`config.mk`:
```
export PLATFORM = sky130hd
export DESIGN_NAME = wsp_prep
export DESIGN_NICKNAME = d
export VERILOG_FILES = /design/src/rtl/wsp_pkg.sv /design/src/rtl/wsp_prep.sv
export SDC_FILE = /design/constraint.sdc
export NUM_CORES = 2
export LEC_CHECK = 0
export BUFFER_PORTS_ARGS = -buffer_cell sky130_fd_sc_hd__buf_2
export CORE_ASPECT_RATIO = 0.5
export CORE_MARGIN = 5
export CORE_UTILIZATION = 64
export DETAILED_ROUTE_END_ITERATION = 10
export GPL_TIMING_DRIVEN = 0
export PLACE_DENSITY = 0.84
export SLEW_MARGIN = 10
export SYNTH_ARGS = -nofsm -noshare
export SYNTH_HDL_FRONTEND = slang
export SYNTH_SLANG_ARGS = --single-unit
```
`constraint.sdc`:
```
create_clock -name clk -period 10.15 [get_ports clk]
set_clock_uncertainty 0.05 [all_clocks]
set_input_delay 1.015 -clock clk [delete_from_list [all_inputs] [get_ports clk]]
set_output_delay 1.015 -clock clk [all_outputs]
set_load 0.01 [all_outputs]
```
`src/rtl/wsp_pkg.sv`:
```
// Shared types and constants for the world-to-screen projection pipeline
`timescale 1ns / 1ps
`default_nettype none

package wsp_pkg;

	localparam int COORD_W    = 32;
	localparam int COEF_W     = 16;
	localparam int PROD_W     = COEF_W + COORD_W;
	localparam int FRAC_SHIFT = 28;
	localparam int CLIP_W     = 51;
	localparam int NUM_W      = CLIP_W + 1;
	localparam int SCALE_W    = 14;
	localparam int M_W        = NUM_W + SCALE_W;
	localparam int LIM_W      = M_W + 2;
	localparam int D_W        = CLIP_W + 1;
	localparam int R_W        = D_W + 1;
	localparam int LOW_W      = 16;
	localparam int Q_W        = 33;
	localparam int DIV_STEPS  = Q_W;
	localparam int SAT_SHIFT  = 15;
	localparam int ROW_W      = 64;
	localparam int CFG_IDX_W  = 3;

	localparam logic [CFG_IDX_W-1:0] CFG_ROW_X = 3'd0;
	localparam logic [CFG_IDX_W-1:0] CFG_ROW_Y = 3'd1;
	localparam logic [CFG_IDX_W-1:0] CFG_ROW_W = 3'd2;
	localparam logic [CFG_IDX_W-1:0] CFG_VP_W  = 3'd3;
	localparam logic [CFG_IDX_W-1:0] CFG_VP_H  = 3'd4;

	localparam logic [COORD_W-1:0] SAT_MAX = 32'h7FFF_FFFF;
	localparam logic [COORD_W-1:0] SAT_MIN = 32'h8000_0000;

	typedef struct packed {
		logic signed [COORD_W-1:0] world_x;
		logic signed [COORD_W-1:0] world_y;
		logic signed [COORD_W-1:0] world_z;
	} in_item_t;

	typedef struct packed {
		logic signed [COORD_W-1:0] screen_x;
		logic signed [COORD_W-1:0] screen_y;
		logic                      invalid;
	} out_item_t;

	typedef struct packed {
		logic [ROW_W-1:0]   row_x;
		logic [ROW_W-1:0]   row_y;
		logic [ROW_W-1:0]   row_w;
		logic [SCALE_W-1:0] vp_w;
		logic [SCALE_W-1:0] vp_h;
	} cfg_t;

	// one coordinate in flight through the divider
	typedef struct packed {
		logic [R_W-1:0]   r;
		logic [D_W-1:0]   d;
		logic [LOW_W-1:0] low;
		logic [Q_W-1:0]   q;
		logic             neg;
		logic             sat;
	} lane_t;

endpackage

`default_nettype wire

```
`src/rtl/wsp_prep.sv`:
```
// Numerators, viewport scaling and range check ahead of the divider
`timescale 1ns / 1ps
`default_nettype none

module wsp_prep (
	input  wire                                     clk,
	input  wire                                     arst_n,
	input  wire                                     en,
	input  wire                                     v_in,
	input  wire signed [wsp_pkg::CLIP_W-1:0]        cx,
	input  wire signed [wsp_pkg::CLIP_W-1:0]        cy,
	input  wire signed [wsp_pkg::CLIP_W-1:0]        cw,
	input  wire [wsp_pkg::SCALE_W-1:0]              vp_w,
	input  wire [wsp_pkg::SCALE_W-1:0]              vp_h,
	output logic                                    v_out,
	output logic                                    zero_out,
	output wsp_pkg::lane_t [1:0]                    lanes
);

	logic signed [wsp_pkg::NUM_W-1:0] num_c [2];
	logic [wsp_pkg::NUM_W-1:0]        an_c [2];
	logic [wsp_pkg::CLIP_W-1:0]       acw_c;

	logic [wsp_pkg::NUM_W-1:0] an_s3 [2];
	logic [1:0]                neg_s3;
	logic [wsp_pkg::D_W-1:0]   d_s3;
	logic                      zero_s3;
	logic                      v_s3;

	logic [wsp_pkg::M_W-1:0]   m_s4 [2];
	logic [1:0]                neg_s4;
	logic [wsp_pkg::D_W-1:0]   d_s4;
	logic                      zero_s4;
	logic                      v_s4;

	logic [wsp_pkg::LIM_W-1:0] lim_c;
	wsp_pkg::lane_t [1:0]      lane_c;
	wsp_pkg::lane_t [1:0]      lane_s5;
	logic                      zero_s5;
	logic                      v_s5;

	always_comb begin
		num_c[0] = wsp_pkg::NUM_W'(cx) + wsp_pkg::NUM_W'(cw);
		num_c[1] = wsp_pkg::NUM_W'(cw) - wsp_pkg::NUM_W'(cy);
		for (int i = 0; i < 2; i++) begin
			an_c[i] = num_c[i][wsp_pkg::NUM_W-1] ? wsp_pkg::NUM_W'(-num_c[i])
				: wsp_pkg::NUM_W'(num_c[i]);
		end
		acw_c = cw[wsp_pkg::CLIP_W-1] ? wsp_pkg::CLIP_W'(-cw) : wsp_pkg::CLIP_W'(cw);
	end

	// quotient would pass 32768 once m >= 32769 * d
	always_comb begin
		lim_c = (wsp_pkg::LIM_W'(d_s4) << wsp_pkg::SAT_SHIFT) + wsp_pkg::LIM_W'(d_s4);
		for (int i = 0; i < 2; i++) begin
			lane_c[i].r   = wsp_pkg::R_W'(m_s4[i] >> wsp_pkg::LOW_W);
			lane_c[i].d   = d_s4;
			lane_c[i].low = m_s4[i][wsp_pkg::LOW_W-1:0];
			lane_c[i].q   = '0;
			lane_c[i].neg = neg_s4[i];
			lane_c[i].sat = wsp_pkg::LIM_W'(m_s4[i]) >= lim_c;
		end
	end

	always_ff @(posedge clk or negedge arst_n) begin
		if (!arst_n) begin
			v_s3 <= 1'b0;
			v_s4 <= 1'b0;
			v_s5 <= 1'b0;
		end else if (en) begin
			v_s3 <= v_in;
			v_s4 <= v_s3;
			v_s5 <= v_s4;
		end
	end

	always_ff @(posedge clk) begin
		if (en) begin
			for (int i = 0; i < 2; i++) begin
				an_s3[i]  <= an_c[i];
				neg_s3[i] <= num_c[i][wsp_pkg::NUM_W-1] ^ cw[wsp_pkg::CLIP_W-1];
			end
			d_s3    <= {acw_c, 1'b0};
			zero_s3 <= cw == '0;

			m_s4[0] <= wsp_pkg::M_W'(an_s3[0]) * wsp_pkg::M_W'(vp_w);
			m_s4[1] <= wsp_pkg::M_W'(an_s3[1]) * wsp_pkg::M_W'(vp_h);
			neg_s4  <= neg_s3;
			d_s4    <= d_s3;
			zero_s4 <= zero_s3;

			lane_s5 <= lane_c;
			zero_s5 <= zero_s4;
		end
	end

	assign v_out    = v_s5;
	assign zero_out = zero_s5;
	assign lanes    = lane_s5;

endmodule

`default_nettype wire

```
Word level (Yosys, flattened, before mapping)
Memory sizes are Yosys's and may differ from the RTL's.
Cells that the tools add are included.
Word-level totals
  register bits: 299
  input port bits: 185
  memories kept: 2
  RAM bits: 236
Memories
  m_s4: depth 2, bits a word 66, rd ports 2, clocked after memory_dff 0, write ports 2, line wsp_prep.sv:30  | logic [wsp_pkg::M_W-1:0] m_s4 [2];
  an_s3: depth 2, bits a word 52, rd ports 2, clocked after memory_dff 0, write ports 2, line wsp_prep.sv:24  | logic [wsp_pkg::NUM_W-1:0] an_s3 [2];
Operators by class
  multipliers: 2
  multiplexer cells: 5
  order comparisons: 2
  add/sub/neg operators: 6
  bitwise logic cells: 2
  reductions and logical operators: 1
Operators with widths (count)
  66-bit by 68-bit greater-or-equal comparator with 1-bit output: 2
  52-bit by 14-bit multiplier with 66-bit output: 2
  52-bit 2-to-1 mux: 2
  52-bit negation: 2
  67-bit by 52-bit adder with 68-bit output: 1
  51-bit by 51-bit adder with 52-bit output: 1
  51-bit by 51-bit subtractor with 52-bit output: 1
  51-bit logical NOT: 1
  51-bit negation: 1
  50-bit 2-to-1 mux: 1
  1-bit 2-to-1 mux: 2
  1-bit bitwise XOR: 2

Depth between registers and ports, before layout
  depth after elaboration: 3
  mapped depth: 28
  depth with buffers taken out: 27

Least setup slack after synthesis
OpenSTA, ideal clock, no wires.
  path type: input to register
  start: input port vp_h[5] (netlist name)
  end: memory m_s4[0][130] (netlist name) (data pin)
  data arrival time: 7.523 ns
  cell stages on the path: 26
  path slack: 2.315 ns
  cell sequence: clkbuf_1 clkbuf_1 nand2_1 fa_1 fa_1 inv_1 fa_1 fa_1 fa_1 inv_1 fa_1 inv_1 ha_1 clkbuf_1 a21oi_1 o21ai_0 a221oi_1 nand4_1 a2bb2oi_1 o211a_1 nor4_1 o21ai_0 o41ai_1 o21ai_0 a311oi_1 xnor2_1
RTL lines
  start, declared: line wsp_prep.sv:14  | input wire [wsp_pkg::SCALE_W-1:0] vp_h,
  end, declared: line wsp_prep.sv:30

==> qor.json <==
{
  "cells_and_area": {
    "area.growth.synth_to_final_pct": 8.49,
    "final_nets": 10291,
    "finish.instance_area_sq_um": 82100,
    "layout-drive-gt1-share": 0.0820
  },
  "hold_path": {
    "hold_path.class": "in -> async"
  },
  "detailed_routing": {
    "post_drt_via_cell_ratio": 5.99,
    "routed_wl_mm": 237,
    "wl_per_cell_um": 23.6,
    "drtIter0Drc": 7071,
    "remaining_drc_errors": 0,
    "detail_route.first_pass.iterations": 8,
    "routed-via-count": 60132,
    "drtAntennaViolNets": 0
  },
  "yosys": {
    "synth_seq_area_share": 0.212,
    "ys_top_cells_by_area": "sky130_fd_sc_hd__fa_1, sky130_fd_sc_hd__edfxtp_1, sky130_fd_sc_hd__ha_1",
    "ys.flop_type": "sky130_fd_sc_hd__edfxtp_1",
    "post-synth-top-count-cell": "sky130_fd_sc_hd__inv_1",
    "ys.warnings.count": 0,
    "synth.cell_area_sq_um": 75700,
    "avgSynthCellArea_sq_um": 9.66,
    "synth_commonest_cells": "sky130_fd_sc_hd__inv_1, sky130_fd_sc_hd__fa_1, sky130_fd_sc_hd__nand2_1, sky130_fd_sc_hd__and2_1, sky130_fd_sc_hd__edfxtp_1",
    "yosysTopAreaCell": "sky130_fd_sc_hd__fa_1",
    "postSynthCellCount": 7832,
    "postSynthRegisterBits": 535,
    "synth_enable_flop_cells": 532,
    "synth_largest_type_area_fraction": 0.317,
    "synth.distinct_cells": 95,
    "ys_async_sr_fraction": 0.00561
  },
  "clocking": {
    "cts_tree": "done",
    "ctsHtreeMaxLevel": 2,
    "clock_sinks": 535,
    "clk_root_buffer_cell": "sky130_fd_sc_hd__clkbuf_16",
    "worst_skew_pair.late_latency_ns": 0.63,
    "tritoncts_buffer_count": 56,
    "clk_transition_reported_paths_ns": 0.06,
    "post_cts_sizing": 0,
    "cts.hold.buffers_added": 0,
    "clock_path_buffers": 3,
    "postCtsSetupBuffers": 0
  },
  "sta": {
    "setup_viol": 0,
    "layout_min_cycle_time_ns": 9.30,
    "fin_worst_hold_slack_ns": 0.138,
    "min_period_over_period": 0.916,
    "worst_slew_pin_slew_ns": 1.24,
    "setup_tns_ns": 0,
    "rsz0062_at_grt": "false",
    "timing.final.hold_violations": 0,
    "max_clock_freq_ghz": 0.108,
    "final-max-slew-violation-count": 0,
    "slew_headroom": 0.170
  },
  "place": {
    "placedInstanceArea_sq_um": 80100,
    "portBuffers": 410,
    "dp.final_hpwl_mm": 196,
    "routability_driven_placement_congestion_ratio": 1.03
  },
  "floorplanning": {
    "io_pins": 499,
    "die-area_sq_um": 126000,
    "fp-row-count": 89,
    "chipHeight_um": 253,
    "floorplan_core_area_sq_um": 118000,
    "die_w_um": 496,
    "starting_utilization_of_the_core_area": 0.643
  },
  "global_routing": {
    "grt_start_max_net_pins": 111,
    "grt_remaining_overflow": 0,
    "first_global_vias": 60411,
    "antenna_found_initial": 24,
    "global_route_wire_length_before_repair_mm": 357,
    "grt_usage": 0.378
  },
  "worst_setup_path": {
    "crit_fanout": 10,
    "critPathCaptureType": "flip-flop",
    "timing.reg2reg.setup_slack_ns": 1.40,
    "crit_required_ns": 10.54,
    "worstSetupPathType": "in -> reg",
    "setup.worst_path.start_class": "input pin",
    "cp_data_arrival_time_ns": 9.68
  },
  "status": {
    "run_status": "finished, final reports clean"
  },
  "run": {
    "max-cap-violations": 0
  }
}
[worst paths after layout]
| kind | startpoint | to | cells after the start |
|---|---|---|---|
| max | vp_w[6] | m_s4[0][61] | 25 |
| min | arst_n | v_s3 | 1 |
| max reg2reg | an_s3[0][71] | m_s4[0][129] | 25 |
| min reg2reg | d_s3[18] | d_s4[18] | 0 |
| max in group asynchronous | arst_n | v_s4 | 1 |
| min in group clk | d_s3[18] | d_s4[18] | 0 |
[per-layer routing]
metal / track usage / vias to the layer above / wire, um
met2: 0.569 / 3909 / 103000
met3: 0.0957 / 750 / 29500
met4: 0.204 / 0 / 16000
met5: 0 / - / 0
li1: - / 26059 / -
met1: 0.508 / 29414 / 88200
[cells by family after synthesis]
kind of cell             Yosys count  share of synthesized area
flip-flops                       535                      0.212
AO/OA/AOI/OAI                   1110                     0.0955
XOR/XNOR                         399                     0.0462
buffers and inverters           1699                     0.0907
other                              1                  0.0000496
adder cells (fa/ha/maj)         1728                      0.405
AND/OR/NAND/NOR                 2351                      0.150
multiplexers                       9                    0.00127
[layout by cell type (no fill, tap or decap), types with 204 or more instances in the layout]
| cell | n |
|---|---|
| sky130_fd_sc_hd__a21o_1 | 216 |
| sky130_fd_sc_hd__a21oi_1 | 322 |
| sky130_fd_sc_hd__and2_1 | 566 |
| sky130_fd_sc_hd__buf_2 | 417 |
| sky130_fd_sc_hd__clkbuf_1 | 327 |
| sky130_fd_sc_hd__edfxtp_1 | 532 |
| sky130_fd_sc_hd__fa_1 | 1197 |
| sky130_fd_sc_hd__ha_1 | 531 |
| sky130_fd_sc_hd__inv_1 | 1234 |
| sky130_fd_sc_hd__nand2_1 | 1152 |
| sky130_fd_sc_hd__o21ai_0 | 204 |
| sky130_fd_sc_hd__xnor2_1 | 277 |
[critical path, stage by stage]
cell and delay (ns):
sky130_fd_sc_hd__clkbuf_1 0.70, sky130_fd_sc_hd__clkbuf_1 0.77, sky130_fd_sc_hd__nand2_1 0.17, sky130_fd_sc_hd__fa_1 0.48
sky130_fd_sc_hd__fa_1 0.54, sky130_fd_sc_hd__inv_1 0.06, sky130_fd_sc_hd__fa_1 0.46, sky130_fd_sc_hd__fa_1 0.49
sky130_fd_sc_hd__fa_1 0.49, sky130_fd_sc_hd__inv_1 0.05, sky130_fd_sc_hd__fa_1 0.47, sky130_fd_sc_hd__inv_1 0.04
sky130_fd_sc_hd__ha_1 0.27, sky130_fd_sc_hd__clkbuf_1 0.26, sky130_fd_sc_hd__nand2_1 0.14, sky130_fd_sc_hd__a21o_1 0.16
sky130_fd_sc_hd__a2111oi_0 0.98, sky130_fd_sc_hd__a21oi_1 0.14, sky130_fd_sc_hd__o211ai_1 0.34, sky130_fd_sc_hd__a2111oi_0 0.26
sky130_fd_sc_hd__o2111ai_1 0.45, sky130_fd_sc_hd__nand2_1 0.10, sky130_fd_sc_hd__o21ai_0 0.38, sky130_fd_sc_hd__a221o_1 0.23
sky130_fd_sc_hd__xor2_1 0.20
[flip-flops by register name (all words and copies together), names as in the netlist, 2 cells and up]
register and count:
lanes 187, an_s3 104, d_s4 51, m_s4 132, neg_s4 2, d_s3 51, neg_s3 2
[per-stage QoR]
| step | utilization | instances | setup slack, ns |
|---|---|---|---|
| finish | 0.698 | 10039 | 0.852 |
| detailed placement | 0.681 | 9912 | 0.528 |
| global placement | 0.680 | 9907 | 0.0152 |
| global route | 0.698 | 10035 | 0.645 |
| CTS | 0.698 | 10017 | 1.16 |
| floorplan | - | 7905 | 2.31 |
[layout make-up]
| cell class | instances | area [sq um] |
|---|---|---|
| Antenna cell | 22 | 55.1 |
| Sequential cell | 535 | 16100 |
| Multi-Input combinational cell | 5671 | 53000 |
| Clock buffer | 70 | 1500 |
| Timing Repair Buffer | 415 | 2200 |
| Inverter | 1234 | 4630 |
| Buffer | 465 | 2230 |
| Clock inverter | 35 | 405 |
| Tap cell | 1592 | 1990 |
| Fill cell | 8837 | 35500 |
Power is not shown: default switching activity piles up to over one toggle a cycle in this logic, so the estimate is an artifact.
