$ cat src/rtl/wsp_pkg.sv
// Shared types and constants for the world-to-screen projection pipeline
`timescale 1ns / 1ps
`default_nettype none

package wsp_pkg;

	localparam int COORD_W    = 32;
	localparam int COEF_W     = 16;
	localparam int PROD_W     = COEF_W + COORD_W;
	localparam int FRAC_SHIFT = 28;
	localparam int CLIP_W     = 51;
	localparam int NUM_W      = CLIP_W + 1;
	localparam int SCALE_W    = 14;
	localparam int M_W        = NUM_W + SCALE_W;
	localparam int LIM_W      = M_W + 2;
	localparam int D_W        = CLIP_W + 1;
	localparam int R_W        = D_W + 1;
	localparam int LOW_W      = 16;
	localparam int Q_W        = 33;
	localparam int DIV_STEPS  = Q_W;
	localparam int SAT_SHIFT  = 15;
	localparam int ROW_W      = 64;
	localparam int CFG_IDX_W  = 3;

	localparam logic [CFG_IDX_W-1:0] CFG_ROW_X = 3'd0;
	localparam logic [CFG_IDX_W-1:0] CFG_ROW_Y = 3'd1;
	localparam logic [CFG_IDX_W-1:0] CFG_ROW_W = 3'd2;
	localparam logic [CFG_IDX_W-1:0] CFG_VP_W  = 3'd3;
	localparam logic [CFG_IDX_W-1:0] CFG_VP_H  = 3'd4;

	localparam logic [COORD_W-1:0] SAT_MAX = 32'h7FFF_FFFF;
	localparam logic [COORD_W-1:0] SAT_MIN = 32'h8000_0000;

	typedef struct packed {
		logic signed [COORD_W-1:0] world_x;
		logic signed [COORD_W-1:0] world_y;
		logic signed [COORD_W-1:0] world_z;
	} in_item_t;

	typedef struct packed {
		logic signed [COORD_W-1:0] screen_x;
		logic signed [COORD_W-1:0] screen_y;
		logic                      invalid;
	} out_item_t;

	typedef struct packed {
		logic [ROW_W-1:0]   row_x;
		logic [ROW_W-1:0]   row_y;
		logic [ROW_W-1:0]   row_w;
		logic [SCALE_W-1:0] vp_w;
		logic [SCALE_W-1:0] vp_h;
	} cfg_t;

	// one coordinate in flight through the divider
	typedef struct packed {
		logic [R_W-1:0]   r;
		logic [D_W-1:0]   d;
		logic [LOW_W-1:0] low;
		logic [Q_W-1:0]   q;
		logic             neg;
		logic             sat;
	} lane_t;

endpackage

`default_nettype wire

$ cat src/rtl/wsp_round.sv
// Rounding, saturation and the output register
`timescale 1ns / 1ps
`default_nettype none

module wsp_round (
	input  wire                   clk,
	input  wire                   arst_n,
	input  wire                   en,
	input  wire                   v_in,
	input  wire                   zero,
	input  wsp_pkg::lane_t [1:0]  lanes,
	output logic                  out_valid,
	output wsp_pkg::out_item_t    out_data
);

	// returns {flag, value}
	function automatic logic [wsp_pkg::COORD_W:0] finish(input wsp_pkg::lane_t l);
		logic [wsp_pkg::Q_W:0]     t;
		logic [wsp_pkg::Q_W-1:0]   qr;
		logic [wsp_pkg::COORD_W:0] res;
		t  = {1'b0, l.q} + (wsp_pkg::Q_W+1)'(1);
		qr = t[wsp_pkg::Q_W:1];
		if (l.sat) begin
			res = {1'b1, l.neg ? wsp_pkg::SAT_MIN : wsp_pkg::SAT_MAX};
		end else if (l.neg) begin
			if (qr > {1'b0, wsp_pkg::SAT_MIN}) begin
				res = {1'b1, wsp_pkg::SAT_MIN};
			end else begin
				res = {1'b0, wsp_pkg::COORD_W'(wsp_pkg::Q_W'(0) - qr)};
			end
		end else begin
			if (qr > {1'b0, wsp_pkg::SAT_MAX}) begin
				res = {1'b1, wsp_pkg::SAT_MAX};
			end else begin
				res = {1'b0, qr[wsp_pkg::COORD_W-1:0]};
			end
		end
		return res;
	endfunction

	logic [wsp_pkg::COORD_W:0] fx_c;
	logic [wsp_pkg::COORD_W:0] fy_c;
	wsp_pkg::out_item_t        res_c;

	always_comb begin
		fx_c = finish(lanes[0]);
		fy_c = finish(lanes[1]);
		if (zero) begin
			res_c.screen_x = '0;
			res_c.screen_y = '0;
			res_c.invalid  = 1'b1;
		end else begin
			res_c.screen_x = fx_c[wsp_pkg::COORD_W-1:0];
			res_c.screen_y = fy_c[wsp_pkg::COORD_W-1:0];
			res_c.invalid  = fx_c[wsp_pkg::COORD_W] | fy_c[wsp_pkg::COORD_W];
		end
	end

	always_ff @(posedge clk or negedge arst_n) begin
		if (!arst_n) begin
			out_valid <= 1'b0;
		end else if (en) begin
			out_valid <= v_in;
		end
	end

	always_ff @(posedge clk) begin
		if (en && v_in) begin
			out_data <= res_c;
		end
	end

	a_zero_w: assert property (@(posedge clk) disable iff (!arst_n)
		v_in && en && zero |=> out_data.invalid && out_data.screen_x == '0
			&& out_data.screen_y == '0)
		else $error("zero clip w did not give a flagged zero result");

	a_sat_flag: assert property (@(posedge clk) disable iff (!arst_n)
		v_in && en && (lanes[0].sat || lanes[1].sat) |=> out_data.invalid)
		else $error("saturated coordinate not flagged");

	a_valid_out: assert property (@(posedge clk) disable iff (!arst_n)
		v_in && en |=> out_valid)
		else $error("item lost at output register");

endmodule

`default_nettype wire

$ cat config.mk
export PLATFORM = sky130hd
export DESIGN_NAME = wsp_round
export DESIGN_NICKNAME = d
export VERILOG_FILES = /design/src/rtl/wsp_pkg.sv /design/src/rtl/wsp_round.sv
export SDC_FILE = /design/constraint.sdc
export NUM_CORES = 1
export LEC_CHECK = 0
export BUFFER_PORTS_ARGS = -buffer_cell sky130_fd_sc_hd__buf_4
export CORE_AREA = 2 2 147 149
export CTS_CLUSTER_DIAMETER = 40
export DETAILED_ROUTE_END_ITERATION = 10
export DIE_AREA = 0 0 149 151
export HOLD_SLACK_MARGIN = 0.08
export PLACE_DENSITY = 0.69
export SYNTH_ARGS = -nofsm -noshare
export SYNTH_HDL_FRONTEND = slang
export SYNTH_SLANG_ARGS = --single-unit
export TNS_END_PERCENT = 20
$ cat constraint.sdc
create_clock -name clk -period 0.9 [get_ports clk]
set_input_delay 0.18 -clock clk [delete_from_list [all_inputs] [get_ports clk]]
set_output_delay 0.18 -clock clk [all_outputs]
set_load 0.005 [all_outputs]
## Yosys cells after proc, flatten, opt, wreduce, memory -nomap -nowiden

Cells that the tools add are included.

| cells by class | value |
|---|---|
| $add $sub $neg | 4 |
| magnitude comparators | 4 |
| mux-type cells | 10 |
| bitwise logic cells | 1 |
| reduce and logical (&&, ||, !) cells | 1 |

Operators by type and width:

| cell | number |
|---|---|
| 33-bit two-way mux | 8 |
| 33-bit by 1-bit adder with 34-bit output, second input constant | 2 |
| 33-bit by 31-bit greater-than comparator with 1-bit output, second input constant | 2 |
| 33-bit by 32-bit greater-than comparator with 1-bit output, second input constant | 2 |
| 32-bit two-way mux | 2 |
| 1-bit by 32-bit subtractor with 32-bit output, first input constant | 2 |
| 1-bit logical AND | 1 |
| 1-bit OR | 1 |

| storage, ports and cells | value |
|---|---|
| register bits | 66 |
| word-level logic and storage cells | 24 |

## Longest topological paths before layout

Gate-level depths: netlist of the first run.

| logic depth | value |
|---|---|
| word-level depth | 6 |
| mapped depth | 14 |
| depth with buffers taken out | 13 |

## Least setup slack after synthesis of the first run

Ideal clock, no wire load.

| path | value |
|---|---|
| path type | input-to-reg |
| from | in lanes[158] (netlist name) |
| to | reg out_data[0] (netlist name) (data pin) |
| setup time | 0.284 ns |
| arrival | 3.279 ns |
| required time | 0.616 ns |
| setup slack | -2.663 ns |
| stages on the path | 11 |
| path through | ha_1 -> nand3_1 -> or4_1 -> or4_1 -> xnor2_1 -> or4_1 -> or2_1 -> buf_2 -> or3_1 -> a21oi_1 -> o2111ai_1 |

| on the way | value |
|---|---|
| cells in the longest elaborated chain, start to end | 6 |
| elaborated cells on any way between the ends | 8 |
| classes of those cells | add/sub: 1; order compare: 2; mux: 4; bitwise: 1 |

Ends and longest elaborated chain:

| item | line | RTL |
|---|---|---|
| from (decl) | wsp_round.sv:11 | `input wsp_pkg::lane_t [1:0] lanes,` |
| 33-bit by 1-bit adder with 34-bit output (*) | wsp_round.sv:21 | `t = {1'b0, l.q} + (wsp_pkg::Q_W+1)'(1);` |
| 33-bit by 31-bit greater-than comparator with 1-bit output / 33-bit by 32-bit greater-than comparator with 1-bit output (equally long branches) | wsp_round.sv:32, wsp_round.sv:26 |  |
| 33-bit two-way mux, on equally long branches | wsp_round.sv:32, wsp_round.sv:26 |  |
| 33-bit two-way mux (*) | wsp_round.sv:25 | `end else if (l.neg) begin` |
| 33-bit two-way mux (*) | wsp_round.sv:23 | `if (l.sat) begin` |
| 1-bit OR (*) | wsp_round.sv:55 | `res_c.invalid = fx_c[wsp_pkg::COORD_W] \| fy_c[wsp_pkg::COORD_W];` |
| to (signal assigned) | wsp_round.sv:69 | `out_data <= res_c;` |
| to (decl) | wsp_round.sv:13 | `output wsp_pkg::out_item_t out_data` |

Every way passes the cells marked *; elsewhere a longest branch is shown, timed or not.
A chain may end at the register's enable or synchronous reset.

## Final worst setup path of the first run

| path | value |
|---|---|
| from | in lanes[159] (netlist name) |
| to | reg out_data[25] (netlist name) (data pin) |

| on the way | value |
|---|---|
| cells in the longest elaborated chain, start to end | 5 |
| elaborated cells on any way between the ends | 8 |
| classes of those cells | add/sub: 2; order compare: 2; mux: 4 |

Ends and longest elaborated chain:

| item | line | RTL |
|---|---|---|
| 33-bit by 1-bit adder with 34-bit output (*) | wsp_round.sv:21 |  |
| 1-bit by 32-bit subtractor with 32-bit output (tied with other cells) | wsp_round.sv:29 | `res = {1'b0, wsp_pkg::COORD_W'(wsp_pkg::Q_W'(0) - qr)};` |
| 33-bit two-way mux, on equally long branches | wsp_round.sv:26, wsp_round.sv:32 |  |
| 33-bit two-way mux (*) | wsp_round.sv:25 |  |
| 33-bit two-way mux (*) | wsp_round.sv:23 |  |

Marks and branches as above.

==> summary.md, run 1 <==
| Metric | Value |
|---|---|
| Crit. End Element | register |
| Min cycle time layout | 2.95 ns |
| Die area | 22,500 um2 |
| Final WL | 30,200 um |
| Worst-path maximum fanout | 5 |
| Initial antenna violation count | 0 |
| Root Buffer | clkbuf_16 |
| Buffers & Inverters on Critical Path | 2 |
| FF/Latch Area | 1980 um2 |
| Maximum clock frequency | 339 MHz |
| Worst-path clk slew | 0.06 ns |
| Leak | 0.00490 uW |
| Worst path arrival time | 3.05 ns |
| Placed cells | 1,532 |
| Power per cell area | 932 nW/um2 |
| Multi-input gate area | 5320 um2 |
| Vias per cell | 5.68 |
| CTS tree | built |
| Final TNS setup | -127.42 ns |
| Ys flop type | edfxtp_1 |
| ANT cells | 0 |
| Stages on the worst setup path | 12 |
| RSZ-0062 raised after global routing | true |
| Slew margin rel. | 60.0% |
| Fill cells | 1,868 |
| Clk pwr share | 31.7% |
| Via count | 8,880 |
| Net Sw Frac | 30.6% |
| R2R depth | 1 |
| Core area | 20,800 um2 |
| Yosys top cell by area | edfxtp_1 |
| Most frequent cells in the layout | buf_4 (402), nand2_1 (74), edfxtp_1 (65) |
| Slew Limit Fails | 0 |
| Die height | 151 um |
| Worst-margin pin slew | 0.597 ns |
| CP most frequent cell | or4_4 |
| Die X | 149 um |
| CTS Buf Count | 9 |
| NetSw | 3380 uW |
| Share of power burned in registers | 34.4% |
| Top cell type's share of synthesized area | 27.6% |
| Wire length per cell | 19.3 um |
| Commonest non-fill, non-tap cell in the layout | buf_4 |
| FFs w/ async S/R, synth | 1.52% |
| Largest net degree at the start of global routing | 39 |
| Violated checks | setup timing |
| First drt pass iteration count | 5 |
| Finished Layout Cells | 1,564 |
| Clock Sinks | 66 |
| Slowest CP cell | or4_4 |
| Family with the most delay on the worst path | simple AND/OR/NAND/NOR gates |
| Rows | 53 |
| Number of synthesized flops with an enable pin | 65 |
| Starting DRT DRC Count | 688 |
| Synthesized cell area | 7060 um2 |
| Skew-Pair Late Insertion Delay | 0.34 ns |
| Final nets | 1,608 |
| Max-cap check violation count | 0 |
| Endpoints failing setup | 131 |
| Top cells by area, synth | edfxtp_1 (28%), xnor2_1 (6.3%), xor2_1 (4.5%) |
| Residual DRC | 0 |
| Cells after Synth | 855 |
| Share of layout cells above drive strength 1 | 48.0% |
| Port Buffers | 140 |
| Final instance area | 11,900 um2 |
| Crit-path cells | buf_8 -> ha_4 -> nand3_4 -> or4_4 -> or4_4 -> xnor2_2 -> or4_4 -> buf_6 -> nor4_4 -> nand2_1 -> mux2i_1 -> a31o_2 |
| Synthesized Nets | 1,178 |
| Vias in the first global route | 8,622 |
| Crit start category | input pin |
| Antenna viol nets, final | 0 |
| Synthesized flop and latch total | 66 |
| Critical path start-end classification | in2reg |
| H-tree Lvls | 3 |
| GRT overflow | 0 |
| Sequential area share after synthesis | 28.0% |
| Peak VDD IR | 0.904 mV |
| Clock Path Buffers | 2 |
| Internal | 7670 uW |
| Clock skew | 0 ns |
| Initial core utilization | 33.9% |
| Placed instance area | 10,700 um2 |
| All-Layer GR Usage | 26.5% |
| First-pass GRT wire length | 46,300 um |
| WP data required | 1.00 ns |
| Comb pwr share | 33.8% |
| Area growth syn-to-layout | 68.0% |
| Syn_area_per_cell | 8.26 um2 |
| Unique masters post-synth | 79 |
| I/O pin total | 383 |
| Crit share post-route | 328% |
| Final WS setup | -2.05 ns |
| Fin. Hold Viols | 0 |
| Yosys warns | 0 |
| Largest stage delay on the critical path | 0.53 ns |
| Min-Delay Path Class | in2async |
| GPL Wtd Cong | 0.925 |
| HPWL Detailed | 23,000 um |
| Run status | finished with violations |
## cells in the mapped netlist, drive strengths merged, types with 3 or more instances
cell type / instances
xnor2: 51
nor4: 31
and2: 7
o311a: 6
a21oi: 46
nor3: 33
o31ai: 5
o22ai: 8
ha: 6
edfxtp: 65
o41ai: 4
a31oi: 10
xor2: 36
o21ai: 44
nand3b: 6
nand3: 60
inv: 15
nand2: 75
nor2: 50
a31o: 14
a41oi: 3
nand4b: 3
a211oi: 8
or2: 5
clkbuf: 29
nand2b: 9
or4: 11
and3: 29
a21boi: 6
mux2i: 20
nand4: 36
buf: 27
o2111ai: 5
a21o: 12
or3: 20
o21a: 6
o211ai: 9
and4: 13
nor4b: 3
## what timing repair did
action,4_1_cts,5_1_grt
hold buffers,2,0
gates resized for setup,114,54
buffers inserted,8,5
setup endpoints to repair,131,131
hold endpoints to repair,2,0
pin swaps,25,22
gates cloned,2,0
## stage by stage
stage | hold WS [ns] | total power (uW) | setup WS [ns] | utilization [%]
floorplan | -0.116 | 5170 | -2.23 | -
detailed placement | -0.0428 | 7170 | -2.41 | 51.2
global placement | -0.0423 | 7140 | -2.40 | 51.2
global route | 0.165 | 11400 | -2.20 | 57.0
finish | 0.150 | 11100 | -2.05 | 57.0
CTS | 0.139 | 10900 | -1.97 | 55.5
## final cells by class
class / instances / share of cell area (%)
Inverter: 16 / 0.506
Tap cell: 275 / 2.90
Timing Repair Buffer: 475 / 32.7
Sequential cell: 66 / 16.7
Multi-Input combinational cell: 717 / 44.9
Clock inverter: 4 / 0.369
Clock buffer: 11 / 1.96
## worst paths after layout
check                            from  slack, ns           end
max                        lanes[159]      -2.05  out_data[25]
min                            arst_n       0.15     out_valid
max reg2reg                 out_valid       0.14     out_valid
min reg2reg                 out_valid       0.53     out_valid
max in group asynchronous      arst_n       0.67     out_valid
min in group clk                   en       0.17     out_valid
## per-layer routing
layer	wire length, um	global-route usage [%]	vias up
li1	-	-	4154
met1	12200	33.2	4187
met2	14500	45.9	443
met3	2440	4.97	96
met4	1070	8.71	0
met5	0	0	-
## logic make-up (layout without fill, tap and decap cells)
kind of cell | Yosys count | after routing | synth area share, %
adder cells (fa/ha/maj) | 6 | 6 | 1.06
multiplexers | 21 | 21 | 2.99
AO/OA/AOI/OAI | 202 | 202 | 19.3
flip-flops | 66 | 66 | 28.0
XOR/XNOR | 87 | 87 | 10.8
buffers and inverters | 72 | 506 | 4.86
AND/OR/NAND/NOR | 401 | 401 | 33.0
## sequential cells by signal (all words and copies together) (netlist names)
signal / cells
out_data: 65
out_valid: 1
## power groups by stage
| stage | sequential (uW) | clock [uW] | combinational [uW] |
|---|---|---|---|
| 3_3_place_gp | 3840 | 0 | 3300 |
| 5_1_grt | 3820 | 3640 | 3990 |
| 6_report | 3810 | 3510 | 3740 |
| 3_5_place_dp | 3830 | 0 | 3340 |
| 4_1_cts | 3800 | 3560 | 3580 |
| 2_1_floorplan | 3790 | 0 | 1370 |
Note: power is estimated with default switching activity, not from simulation.
==> inputs of run 2 (changes only) <==
--- a/config.mk
+++ b/config.mk
@@ -12,6 +12,7 @@
 export DIE_AREA = 0 0 149 151
 export HOLD_SLACK_MARGIN = 0.08
 export PLACE_DENSITY = 0.69
+export SETUP_SLACK_MARGIN = 0.2
 export SYNTH_ARGS = -nofsm -noshare
 export SYNTH_HDL_FRONTEND = slang
 export SYNTH_SLANG_ARGS = --single-unit
==> run 2 against run 1 <==
  * The flow still finishes with violations (setup timing)
  * Final area about the same
  * Sequential power hardly changed
  * Flip-flop and latch count unchanged
  * Power is essentially flat
  * Clock skew did not move
  * Critical path depth unchanged
  * Critical path type unchanged
  * Critical endpoint unchanged
  * Largest power group unchanged
  * Highest routed layer unchanged
==> summary.md, run 2 (synthesis gave the netlist of run 1 again) <==
| Metric | Value |
|---|---|
| Fill cells | 1,868 (unchanged) |
| Min cycle time layout | 2.94 ns (-0.00658 ns) |
| Crit. End Element | register |
| Final nets | 1,607 (-0.062%) |
| Violated checks | setup timing |
| Commonest non-fill, non-tap cell in the layout | buf_4 |
| R2R Path End | out_valid |
| GPL Wtd Cong | 0.925 (unchanged) |
| Power Total | 11,100 uW (about the same) |
| Power per cell area | 933 nW/um2 (+0.16%) |
| Via count | 8,880 (unchanged) |
| Wire length per cell | 19.3 um (+0.21%) |
| R2R setup slack | 0.14 ns (about the same) |
| ANT cells | 0 (unchanged) |
| Worst-path clk slew | 0.06 ns (about the same) |
| Run status | finished with violations |
| Area growth syn-to-layout | 67.9% (about the same) |
| Leak | 0.00490 uW (about the same) |
| Hold path start | v_in |
| CTS tree | built |
| Clock skew | 0 ns (unchanged) |
| Largest regs | out_data x65, out_valid x1 |
| Min-Delay Path Class | in2reg |
| Maximum clock frequency | 340 MHz (+0.22%) |
| Endpoints failing setup | 131 (unchanged) |
| R2R depth | 1 (unchanged) |
| H-tree Lvls | 3 (unchanged) |
| Skew-Pair Late Insertion Delay | 0.34 ns (about the same) |
| Max reg flops | 65 (unchanged) |
| Final WS setup | -2.04 ns (+0.00658 ns) |
| GRT overflow | 0 (unchanged) |
| Final WL | 30,200 um (+0.14%) |
| Vias in the first global route | 8,627 (+0.058%) |
| Hold depth | 2 |
| Largest register by flop count | out_data |
| Rows | 53 (unchanged) |
| Vias per cell | 5.68 (about the same) |
| Initial antenna violation count | 0 (unchanged) |
| Max-cap check violation count | 0 (unchanged) |
| First-pass GRT wire length | 46,300 um (about the same) |
| Hold Path Sink | out_valid |
| RSZ-0062 raised after global routing | true |
| Port Buffers | 140 (unchanged) |
| Initial core utilization | 33.9% (unchanged) |
| Clock Sinks | 66 (unchanged) |
| Peak VDD IR | 0.909 mV (+0.56%) |
| R2R Path Start | out_valid |
| Worst-path maximum fanout | 5 (unchanged) |
| Most frequent cells in the layout | buf_4 (402), nand2_1 (74), edfxtp_1 (65) |
| Worst path arrival time | 3.05 ns (about the same) |
| Slew Limit Fails | 0 (unchanged) |
| Die area | 22,500 um2 (unchanged) |
| Share of layout cells above drive strength 1 | 48.1% (about the same) |
| HPWL Detailed | 23,000 um (unchanged) |
| I/O pin total | 383 (unchanged) |
| Antenna viol nets, final | 0 (unchanged) |
| First drt pass iteration count | 5 (unchanged) |
| Root Buffer | clkbuf_16 |
| Clock Path Buffers | 2 (unchanged) |
| Worst-margin pin slew | 0.606 ns (+0.00828 ns) |
| Slew margin rel. | 59.4% (-0.55 points) |
| Largest net degree at the start of global routing | 39 (unchanged) |
| WP data required | 1.01 ns (about the same) |
| All-Layer GR Usage | 26.5% (unchanged) |
| Critical path start-end classification | in2reg |
| Starting DRT DRC Count | 631 (-8.3%) |
| Fin. Hold Viols | 0 (unchanged) |
| Die X | 149 um (unchanged) |
| Residual DRC | 0 (unchanged) |
| DP Worst Slack | -2.41 ns (unchanged) |
| Die height | 151 um (unchanged) |
| Crit start category | input pin |
| Core area | 20,800 um2 (unchanged) |
| Crit share post-route | 327% (-0.73 points) |
| CTS Buf Count | 9 (unchanged) |
[run 2: cell count changes in the layout (fill, tap and decap cells not counted)]
cell / before / now
dlygate4sd3_1: 2 / 1
and2_2: 2 / 1
and2_4: 0 / 1
[run 2: how the worst max path moves through the flow]
stage,from,end,slack [ns],cells past startpoint
final,lanes[159],out_data[25],-2.04,12
after global routing,lanes[159],out_data[25],-2.20,12
after CTS,lanes[159],out_data[22],-1.97,11
after detailed placement,lanes[2],out_data[34],-2.41,12
after global placement,lanes[159],out_data[13],-2.40,12
after floorplan,lanes[159],out_data[0],-2.23,11
[run 2: worst max-delay path, stage by stage]
cell and delay [ns]:
buf_8 0.08, ha_4 0.14, nand3_4 0.06, or4_4 0.53
or4_4 0.46, xnor2_2 0.15, or4_4 0.47, buf_6 0.15
nor4_4 0.27, nand2_1 0.15, mux2i_1 0.16, a31o_2 0.23
[run 2: power breakdown]
group	switching, uW	internal [uW]
Sequential	157	3650
Combinational	1830	1910
Clock	1410	2110
Total	3390	7670
[run 2: metrics by stage]
stage	area [um2]	hold slack [ns]	TNS (ns)	utilization [%]	cells
after floorplan	7120	-0.116	-214.29	-	855
after global placement	10700	-0.0423	-154.19	51.2	1532
after detailed placement	10700	-0.0428	-155.26	51.2	1532
after CTS	11500	0.0638	-127.20	55.5	1558
after global routing	11900	0.0902	-135.81	56.9	1563
final	11900	0.0791	-127.11	56.9	1563
[run 2: layout make-up]
| type | instances | area, um2 | area share [%] |
|---|---|---|---|
| Inverter | 16 | 60.1 | 0.507 |
| Sequential cell | 66 | 1980 | 16.7 |
| Timing Repair Buffer | 474 | 3870 | 32.7 |
| Clock inverter | 4 | 43.8 | 0.369 |
| Multi-Input combinational cell | 717 | 5330 | 44.9 |
| Tap cell | 275 | 344 | 2.90 |
| Clock buffer | 11 | 233 | 1.96 |
[run 2: timing repair]
action                     CTS  global route
hold buffers                 1             0
hold endpoints to repair     2             0
pin swaps                   25            22
gates resized for setup    115            54
setup buffers                8             5
setup endpoints to repair  142           132
gates cloned                 2             0
[run 2: routing by layer]
layer / vias to the layer above / track usage, % / routed length (um)
li1: 4155 / - / -
met1: 4191 / 33.2 / 12100
met2: 444 / 45.9 / 14600
met3: 90 / 4.97 / 2510
met4: 0 / 8.71 / 1010
met5: - / 0 / 0
